## src/rtl/dbrs_pkg.sv

```systemverilog
// Shared types and constants of the dirty buffer run sorter.
// Used by dbrs_key_cmp and dirty_buffer_run_sorter; no dependencies.
`timescale 1ns / 1ps

package dbrs_pkg;

    // configuration register indexes
    localparam logic [1:0] REG_POOL_SIZE    = 2'd0;
    localparam logic [1:0] REG_FIRST_VICTIM = 2'd1;
    localparam logic [1:0] REG_KEEP_GROUP   = 2'd2;

    localparam logic [29:0] DIST_MAX = 30'h3FFF_FFFF;

    // one stored entry
    typedef struct packed {
        logic [29:0] index;
        logic [31:0] space;
        logic [31:0] database;
        logic [31:0] relation;
        logic [1:0]  fork_no;
        logic [31:0] block;
    } t_entry;

    // entry in file order, with its distance and run continuation flag
    typedef struct packed {
        t_entry      e;
        logic [29:0] run_dist;
        logic        cont;
    } t_pos;

    // sort key, most significant field first
    typedef struct packed {
        logic [31:0] space;
        logic [31:0] database;
        logic [31:0] relation;
        logic [1:0]  fork_no;
        logic [31:0] block;
    } t_key;

    typedef struct packed {
        logic lt;
        logic eq;
    } t_cmp;

    typedef enum logic [3:0] {
        ST_IDLE,
        ST_RANK_A,
        ST_RANK_LOAD,
        ST_RANK_SCAN,
        ST_RANK_WRITE,
        ST_FWD_ORD,
        ST_FWD_ENT,
        ST_FWD_WR,
        ST_BWD_RD,
        ST_BWD_WR,
        ST_OUT_ORD,
        ST_OUT_POS,
        ST_OUT_EMIT
    } t_state;

endpackage

```

## src/rtl/dbrs_key_cmp.sv

```systemverilog
// Lexicographic comparator of two sort keys.
// Depends on dbrs_pkg.
`timescale 1ns / 1ps

module dbrs_key_cmp
    import dbrs_pkg::*;
(
    input  t_key i_a,
    input  t_key i_b,
    output t_cmp o_cmp
);

    localparam int KEY_W = $bits(t_key);

    logic [KEY_W-1:0] w_a;
    logic [KEY_W-1:0] w_b;

    // fields are packed most significant first, so a plain compare is numeric order
    always_comb begin
        w_a = KEY_W'(i_a);
        w_b = KEY_W'(i_b);
        o_cmp.lt = (w_a < w_b);
        o_cmp.eq = (w_a == w_b);
    end

endmodule

```

## config.mk

```make
export PLATFORM = sky130hd
export DESIGN_NAME = dbrs_key_cmp
export DESIGN_NICKNAME = d
export VERILOG_FILES = /design/src/rtl/dbrs_pkg.sv /design/src/rtl/dbrs_key_cmp.sv
export SDC_FILE = /design/constraint.sdc
export NUM_CORES = 1
export LEC_CHECK = 0
export ABC_AREA = 1
export BUFFER_PORTS_ARGS = -buffer_cell sky130_fd_sc_hd__clkbuf_2
export CAP_MARGIN = 10
export CORE_ASPECT_RATIO = 0.5
export CORE_UTILIZATION = 40
export DETAILED_ROUTE_END_ITERATION = 12
export GPL_ROUTABILITY_DRIVEN = 0
export GPL_TIMING_DRIVEN = 0
export PLACE_DENSITY = 0.82
export SLEW_MARGIN = 20
export SYNTH_ARGS = -nofsm -noshare
export SYNTH_HDL_FRONTEND = slang
export SYNTH_SLANG_ARGS = --single-unit
```

## constraint.sdc

```tcl
create_clock -name vclk -period 1.4
set_input_delay 0.14 -clock vclk [all_inputs]
set_output_delay 0.14 -clock vclk [all_outputs]
set_load 0.03 [all_outputs]
```

==> impl_metrics.ini, run 1 <==
[timing]
max_slew_margin_pct = 85.0
max_freq_ghz = 0.574
slew_violations = 0
rsz0062_at_grt = true
final.period_utilization_pct = 124
timing.final.ws_setup_ns = -0.341
whs_ns = 0.949
final-hold-violation-count = 0
tightest_slew_ns = 0.223
setup-violations-final = 2
layout_min_cycle_time_ns = 1.74

[placed_design]
dp_hpwl_mm = 10.3
portBuffers = 262
placedCellCount = 1006
post_dp_cell_area_um2 = 5360

[drt]
wl_met2_mm = 6.20
wirelength_mm = 11.5
topRoutingLayerUsed = met4
num_vias = 4635
m1WireLength_mm = 4.50
via_per_inst = 4.58
routedWlPerCell_um = 11.4
wl_met3_um = 568
antenna_left = 0
drcViolationCount = 24
drtIter0Drc = 93
drt_pass1_iterations = 9

[outcome]
violations = DRC, setup timing
status = finished with violations

[die]
die_width_um = 138
core-area_um2 = 8860
floorplan.io_pins = 262
die_area_um2 = 9730
initial_core_util_pct = 42.1
die_height_um = 70.2
rows = 24

[synth]
yosysSeqAreaShare_pct = 0
synth_nets = 1017
synth_area_um2 = 3730
yosys.area.top_type = ha_1
ys_warn_count = 0
synth_area_per_cell_um2 = 5.94
syn_inst = 627
ys_types = 22
yosys.area.top_type_share_pct = 43.7
synthTopCellsByArea = ha_1 44%, inv_1 17%, nand2_1 17%, a21oi_1 6.7%, nor2_1 4.3%

[layout]
mostFrequentLayoutCell = clkbuf_2
final_cell_area_um2 = 5810
post-route-util_pct = 65.6
antenna_cells = 0
seq_cell_count = 0
final.fill_count = 816
layoutNonFillerInstCount = 1011
nets = 1286
mostFrequentLayoutCells = 256 x clkbuf_2, 151 x inv_1, 148 x nand2_1, 104 x ha_1, 45 x a21oi_1
areaGrowthSynthToFinish_pct = 55.9
drive_gt1_share_pct = 43.3
multi_input_area_um2 = 3620
n_clock_buffer = 0
seqCellArea_um2 = 0

[worst_hold_path]
holdPathStages = 10
hold_path.class = in2out

[global_routing]
grt_usage_pct = 22.4
grt_max_degree = 5
antenna_found_initial = 0
grt_pass1_wl_mm = 18.4
overflow = 0
grt_pass1_vias = 4706

[setup_path]
cp-start-kind = input pin
cp.required_ns = 1.26
crit_type = in2out
critPathMaxFanout = 2
end_kind = output port
critPathArrivalTime_ns = 1.60

[run]
cap_violations = 0

[power]
powerDensity_nw_per_um2 = 265
p_switching_uw = 777
power.share.clock_pct = 0
combinationalPowerShare_pct = 100.0
p_seq_share_pct = 0
leakage_uw = 0.00370
ir_worst_vdd_v = 0.000120
p_sw_share_pct = 50.5
p_int_uw = 761

[clocking]
postCtsHoldBufs = 0
==> repair_timing <==
action                                  in CTS  in global routing
pin swaps                                   12                 21
resized for setup                           25                 59
endpoints found under the setup margin       2                  2
buffers inserted                             4                  1
==> logic make-up after synthesis <==
group,count (synthesis),synth area share (%)
simple gates,255,28.8
compound gates,70,10.2
fa+ha+maj,130,43.7
buf+inv,172,17.3
==> power by group through the flow <==
stage | combinational, uW | clock (uW) | sequential [uW]
2_1_floorplan | 787 | 0 | 0
3_3_place_gp | 1300 | 0 | 0
3_5_place_dp | 1360 | 0 | 0
4_1_cts | 1420 | 0 | 0
5_1_grt | 1770 | 0 | 0
6_report | 1540 | 0 | 0
==> stage by stage <==
stage	worst slack (ns)	setup TNS [ns]	power [uW]
2_1_floorplan	-0.112	-0.200	787
3_3_place_gp	-0.453	-0.886	1300
3_5_place_dp	-0.450	-0.882	1360
4_1_cts	-0.415	-0.736	1420
5_1_grt	-0.490	-0.926	1770
6_report	-0.341	-0.680	1540
==> final cells by class <==
class / instances / area share, %
tap: 117 / 2.52
multi-input combinational: 455 / 62.3
timing repair buffer: 267 / 23.9
inverter: 172 / 11.2
==> synthesized netlist by cell type (3+ instances only) <==
| cell | count |
|---|---|
| a21o_1 | 7 |
| a21oi_1 | 50 |
| ha_1 | 130 |
| inv_1 | 170 |
| nand2_1 | 170 |
| nand2_2 | 5 |
| nand3_1 | 12 |
| nand4_1 | 4 |
| nor2_1 | 43 |
| nor2_2 | 10 |
| nor2_4 | 3 |
| o21a_1 | 4 |
| o21ai_0 | 6 |
==> worst paths after layout <==
path                  slack (ns)      from  endpoint
worst min-delay path        0.95  i_a[129]  o_cmp[1]
worst max-delay path       -0.34   i_b[17]  o_cmp[0]
==> layer usage <==
metal | up-vias | global-route usage, %
met5 | - | 0
li1 | 2481 | -
met4 | 0 | 5.12
met2 | 134 | 47.0
met3 | 28 | 2.47
met1 | 1992 | 23.9
==> worst max-delay path, cell delays in order <==
cell and delay, ns:
clkbuf_2 0.09, inv_2 0.04, ha_4 0.25, nand2_1 0.07, nor2_2 0.14, inv_2 0.07, nor3_4 0.14, nand3_2 0.12
nor4_2 0.14, nor3b_4 0.22, clkbuf_8 0.18
(Power assumes the default switching activity.)
==> inputs of run 2 (changes only) <==
REMOVE_ABC_BUFFERS = 1   (was unset)
==> impl_metrics.ini, run 2 (synthesis gave the netlist of run 1 again) <==
[layout]
antenna_cells = 0
mostFrequentLayoutCells = 248 x clkbuf_2, 132 x inv_1, 129 x nand2_1, 67 x ha_1, 63 x ha_4
drive_gt1_share_pct = 52.0
seqCellArea_um2 = 0
final_cell_area_um2 = 6480
final.fill_count = 715
post-route-util_pct = 73.1
seq_cell_count = 0
areaGrowthSynthToFinish_pct = 73.8
layoutNonFillerInstCount = 1017
nets = 1292
mostFrequentLayoutCell = clkbuf_2
n_clock_buffer = 0

[drt]
wl_met3_um = 603
wirelength_mm = 13.5
drcViolationCount = 18
drt_pass1_iterations = 8
wl_met2_mm = 7.39
routedWlPerCell_um = 13.2
m1WireLength_mm = 5.05
antenna_left = 0
via_per_inst = 4.80
drtIter0Drc = 136
topRoutingLayerUsed = met4
num_vias = 4877

[timing]
timing.final.ws_setup_ns = -0.366
setup-tns-final_ns = -0.711
final-hold-violation-count = 0
rsz0062_at_grt = true
max_freq_ghz = 0.566
slew_violations = 0
setup-violations-final = 2
max_slew_margin_pct = 84.6
final.period_utilization_pct = 126
tightest_slew_ns = 0.228
layout_min_cycle_time_ns = 1.77
whs_ns = 0.956

[power]
p_switching_uw = 926
p_seq_share_pct = 0
combinationalPowerShare_pct = 100.0
ir_worst_vdd_v = 0.000150
powerDensity_nw_per_um2 = 286
power.share.clock_pct = 0
p_sw_share_pct = 50.0
p_int_uw = 925
leakage_uw = 0.00376

[setup_path]
cp.depth = 10
end_kind = output port
critPathMaxFanout = 2
slowest_delay_ns = 0.27
critPathArrivalTime_ns = 1.63
path_buf_inv = 3
path_delay_family = simple AND/OR/NAND/NOR gates
crit_slowest_cell = ha_4
cp-start-kind = input pin
cp_cell_sequence = buf_6 > inv_4 > ha_4 > nand2_4 > nor2_4 > nand4_1 > nor4_2 > nand3_1 > nor3b_2 > clkbuf_8
crit_type = in2out
cp.required_ns = 1.26

[placed_design]
portBuffers = 262
placedCellCount = 1006
dp_hpwl_mm = 10.1
post_dp_cell_area_um2 = 5180

[die]
core-area_um2 = 8860
die_area_um2 = 9730
floorplan.io_pins = 262
die_width_um = 138
rows = 24
die_height_um = 70.2
initial_core_util_pct = 42.1

[clocking]
postCtsHoldBufs = 0

[global_routing]
grt_max_degree = 5
antenna_found_initial = 0
overflow = 0
grt_pass1_wl_mm = 18.6
grt_usage_pct = 22.9
grt_pass1_vias = 4499

[worst_hold_path]
holdPathStages = 10
hold_path.class = in2out

[outcome]
status = finished with violations
violations = DRC, setup timing

[run]
cap_violations = 0
run 2: changes by cell type in the layout (fill, tap and decap cells not counted), sizes merged:
cell / delta
buf: +15
clkbuf: -9
run 2: layout make-up:
class                      count  area, um^2  share of cell area (%)
multi-input combinational    455        4190                    64.6
timing repair buffer         273        1490                    23.0
inverter                     172         653                    10.1
tap                          117         146                    2.26
run 2: metrics by stage:
step | total power, uW | setup WS (ns)
6_report | 1850 | -0.366
5_1_grt | 2070 | -0.454
4_1_cts | 1440 | -0.370
3_5_place_dp | 1300 | -0.432
3_3_place_gp | 1240 | -0.422
2_1_floorplan | 745 | -0.268
run 2: final timing paths:
kind	startpoint	to	slack [ns]
setup / recovery	i_b[123]	o_cmp[0]	-0.37
hold / removal	i_a[129]	o_cmp[1]	0.96
run 2: timing repair:
action                                  CTS  global route
setup buffers                             4             7
endpoints found under the hold margin     0             0
pin swaps                                41            86
endpoints found under the setup margin    2             2
resized for setup                        63           159
run 2: power groups by stage:
stage                     registers (uW)  logic (uW)  clock network [uW]
after floorplan                        0         745                   0
after global placement                 0        1240                   0
after detailed placement               0        1300                   0
after CTS                              0        1440                   0
after global routing                   0        2070                   0
final                                  0        1850                   0
run 2: layer usage:
layer	vias up	global-route usage [%]
met4	0	3.37
met5	-	0
li1	2492	-
met1	2172	25.6
met3	46	2.33
met2	167	47.3
==> inputs of run 3 (changes only) <==
ABC_AREA = unset   (was 1)
CORE_UTILIZATION = 38   (was 40)
PLACE_DENSITY = 0.81   (was 0.82)
==> impl_metrics.ini, run 3 <==
[global_routing]
antenna_found_initial = 0
grt_pass1_wl_mm = 15.6
overflow = 0
grt_usage_pct = 20.5
grt_pass1_vias = 3898
grt_max_degree = 4

[layout]
mostFrequentLayoutCell = clkbuf_2
areaGrowthSynthToFinish_pct = 60.1
antenna_cells = 0
nets = 1130
n_clock_buffer = 0
seq_cell_count = 0
seqCellArea_um2 = 0
final_cell_area_um2 = 5240
post-route-util_pct = 64.1
drive_gt1_share_pct = 44.3
mostFrequentLayoutCells = 247 x clkbuf_2, 119 x inv_1, 112 x ha_1, 48 x a21oi_1, 30 x nand2_1

[die]
floorplan.io_pins = 262
die_height_um = 67.6
initial_core_util_pct = 40.0
die_area_um2 = 9010
rows = 23
die_width_um = 133
core-area_um2 = 8170

[outcome]
status = finished with violations
violations = setup timing

[timing]
rsz0062_at_grt = true
whs_ns = 0.855
slew_violations = 0
max_slew_margin_pct = 76.8
final.period_utilization_pct = 167
final-hold-violation-count = 0
timing.final.ws_setup_ns = -0.938
setup-tns-final_ns = -1.75
tightest_slew_ns = 0.347
setup-violations-final = 2
max_freq_ghz = 0.428
layout_min_cycle_time_ns = 2.34

[synth]
synth_xor_area_share_pct = 0
synth-simple-area-share_pct = 15.7
yosys.area.top_type_share_pct = 49.7
synth_top_family_by_area = adder cells
synth_mux_area_share_pct = 0
ys_types = 35
ys_warn_count = 0
yosysSeqAreaShare_pct = 0
yosys.area.top_type = ha_1
ys_top_cells_by_count = 132 x inv_1, 130 x ha_1, 50 x a21oi_1, 32 x nand2_1, 22 x nand4_1
syn_inst = 464
synthTopCellsByArea = ha_1 50%, inv_1 15%, a21oi_1 7.6%, nand4_1 4.2%, nand2_1 3.7%
synth_compound_area_share_pct = 19.4
synth_area_per_cell_um2 = 7.05
synth_area_um2 = 3270
synth_adder_area_share_pct = 49.7
synthMostInstantiatedCell = inv_1

[setup_path]
critPathArrivalTime_ns = 2.20
path_delay_family = simple AND/OR/NAND/NOR gates
crit_type = in2out
cp_cell_sequence = clkbuf_2 > ha_4 > and4_4 > nand2_4 > or3_4 > or4b_4 > o211ai_2 > or3_4 > a211oi_2 > clkbuf_8
slowest_delay_ns = 0.51
critPathMaxFanout = 3
crit_slowest_cell = or4b_4
path_buf_inv = 2
end_kind = output port
worst_path_most_repeated_cell = or3_4
cp.depth = 10
cp-start-kind = input pin
cp.required_ns = 1.26

[drt]
via_per_inst = 4.82
drtIter0Drc = 79
num_vias = 4096
antenna_left = 0
drcViolationCount = 0
wirelength_mm = 10.6
drt_pass1_iterations = 4
routedWlPerCell_um = 12.5

[worst_hold_path]
hold_path.class = in2out
holdPathStages = 5

[clocking]
postCtsHoldBufs = 0

[power]
powerDensity_nw_per_um2 = 255
leakage_uw = 0.00336
ir_worst_vdd_v = 0.000153

[placed_design]
dp_hpwl_mm = 9.33
portBuffers = 262
post_dp_cell_area_um2 = 4720

[run]
cap_violations = 0
-- run 3: cell types whose count changed after synthesis, moves of 8 or more --
cell / change
nand2_1: -138
inv_1: -38
a21o_1: +8
nor2_1: -30
nor2_2: -10
o21ai_0: +10
nand4_1: +18
-- run 3: per-stage QoR --
stage	power [uW]	setup WS, ns	std cells
floorplan	643	-1.05	464
global placement	1130	-1.20	838
detailed placement	1180	-1.18	838
CTS	1220	-1.03	847
global route	1530	-1.02	850
finish	1340	-0.938	850
-- run 3: timing repair --
item                       CTS  global route
hold endpoints to repair     0             0
resized for setup           17            63
buffers inserted             9             4
setup endpoints to repair    2             2
pin swaps                   13            21
-- run 3: logic make-up after synthesis --
| logic type | Yosys count |
|---|---|
| buffers and inverters | 132 |
| AND/OR/NAND/NOR | 98 |
| AO/OA/AOI/OAI | 104 |
| adder cells (fa/ha/maj) | 130 |
-- run 3: layout make-up --
cell class | count | area [um^2]
Timing Repair Buffer | 274 | 1500
Tap cell | 112 | 140
Inverter | 132 | 500
Multi-Input combinational cell | 332 | 3100
Fill cell | 708 | 2930
-- run 3: path summary, 6_finish.rpt --
path	to	from
worst min-delay path	o_cmp[0]	i_b[0]
worst max-delay path	o_cmp[1]	i_a[28]
-- run 3: per-layer routing --
| layer | track usage [%] | vias up | routed length, um | part of all wire (%) |
|---|---|---|---|---|
| li1 | - | 2156 | - | - |
| met3 | 2.33 | 14 | 471 | 4.4 |
| met2 | 43.4 | 119 | 5900 | 56 |
| met5 | 0 | - | 0 | 0 |
| met4 | 2.84 | 0 | 99 | 0.94 |
| met1 | 22.7 | 1807 | 4120 | 39 |
-- run 3: power by group --
| group | leakage [uW] | total, uW | switching [uW] | internal (uW) |
|---|---|---|---|---|
| Combinational | 0.00336 | 1340 | 614 | 725 |
| Sequential | 0 | 0 | 0 | 0 |
| Clock | 0 | 0 | 0 | 0 |
| Total | 0.00336 | 1340 | 614 | 725 |
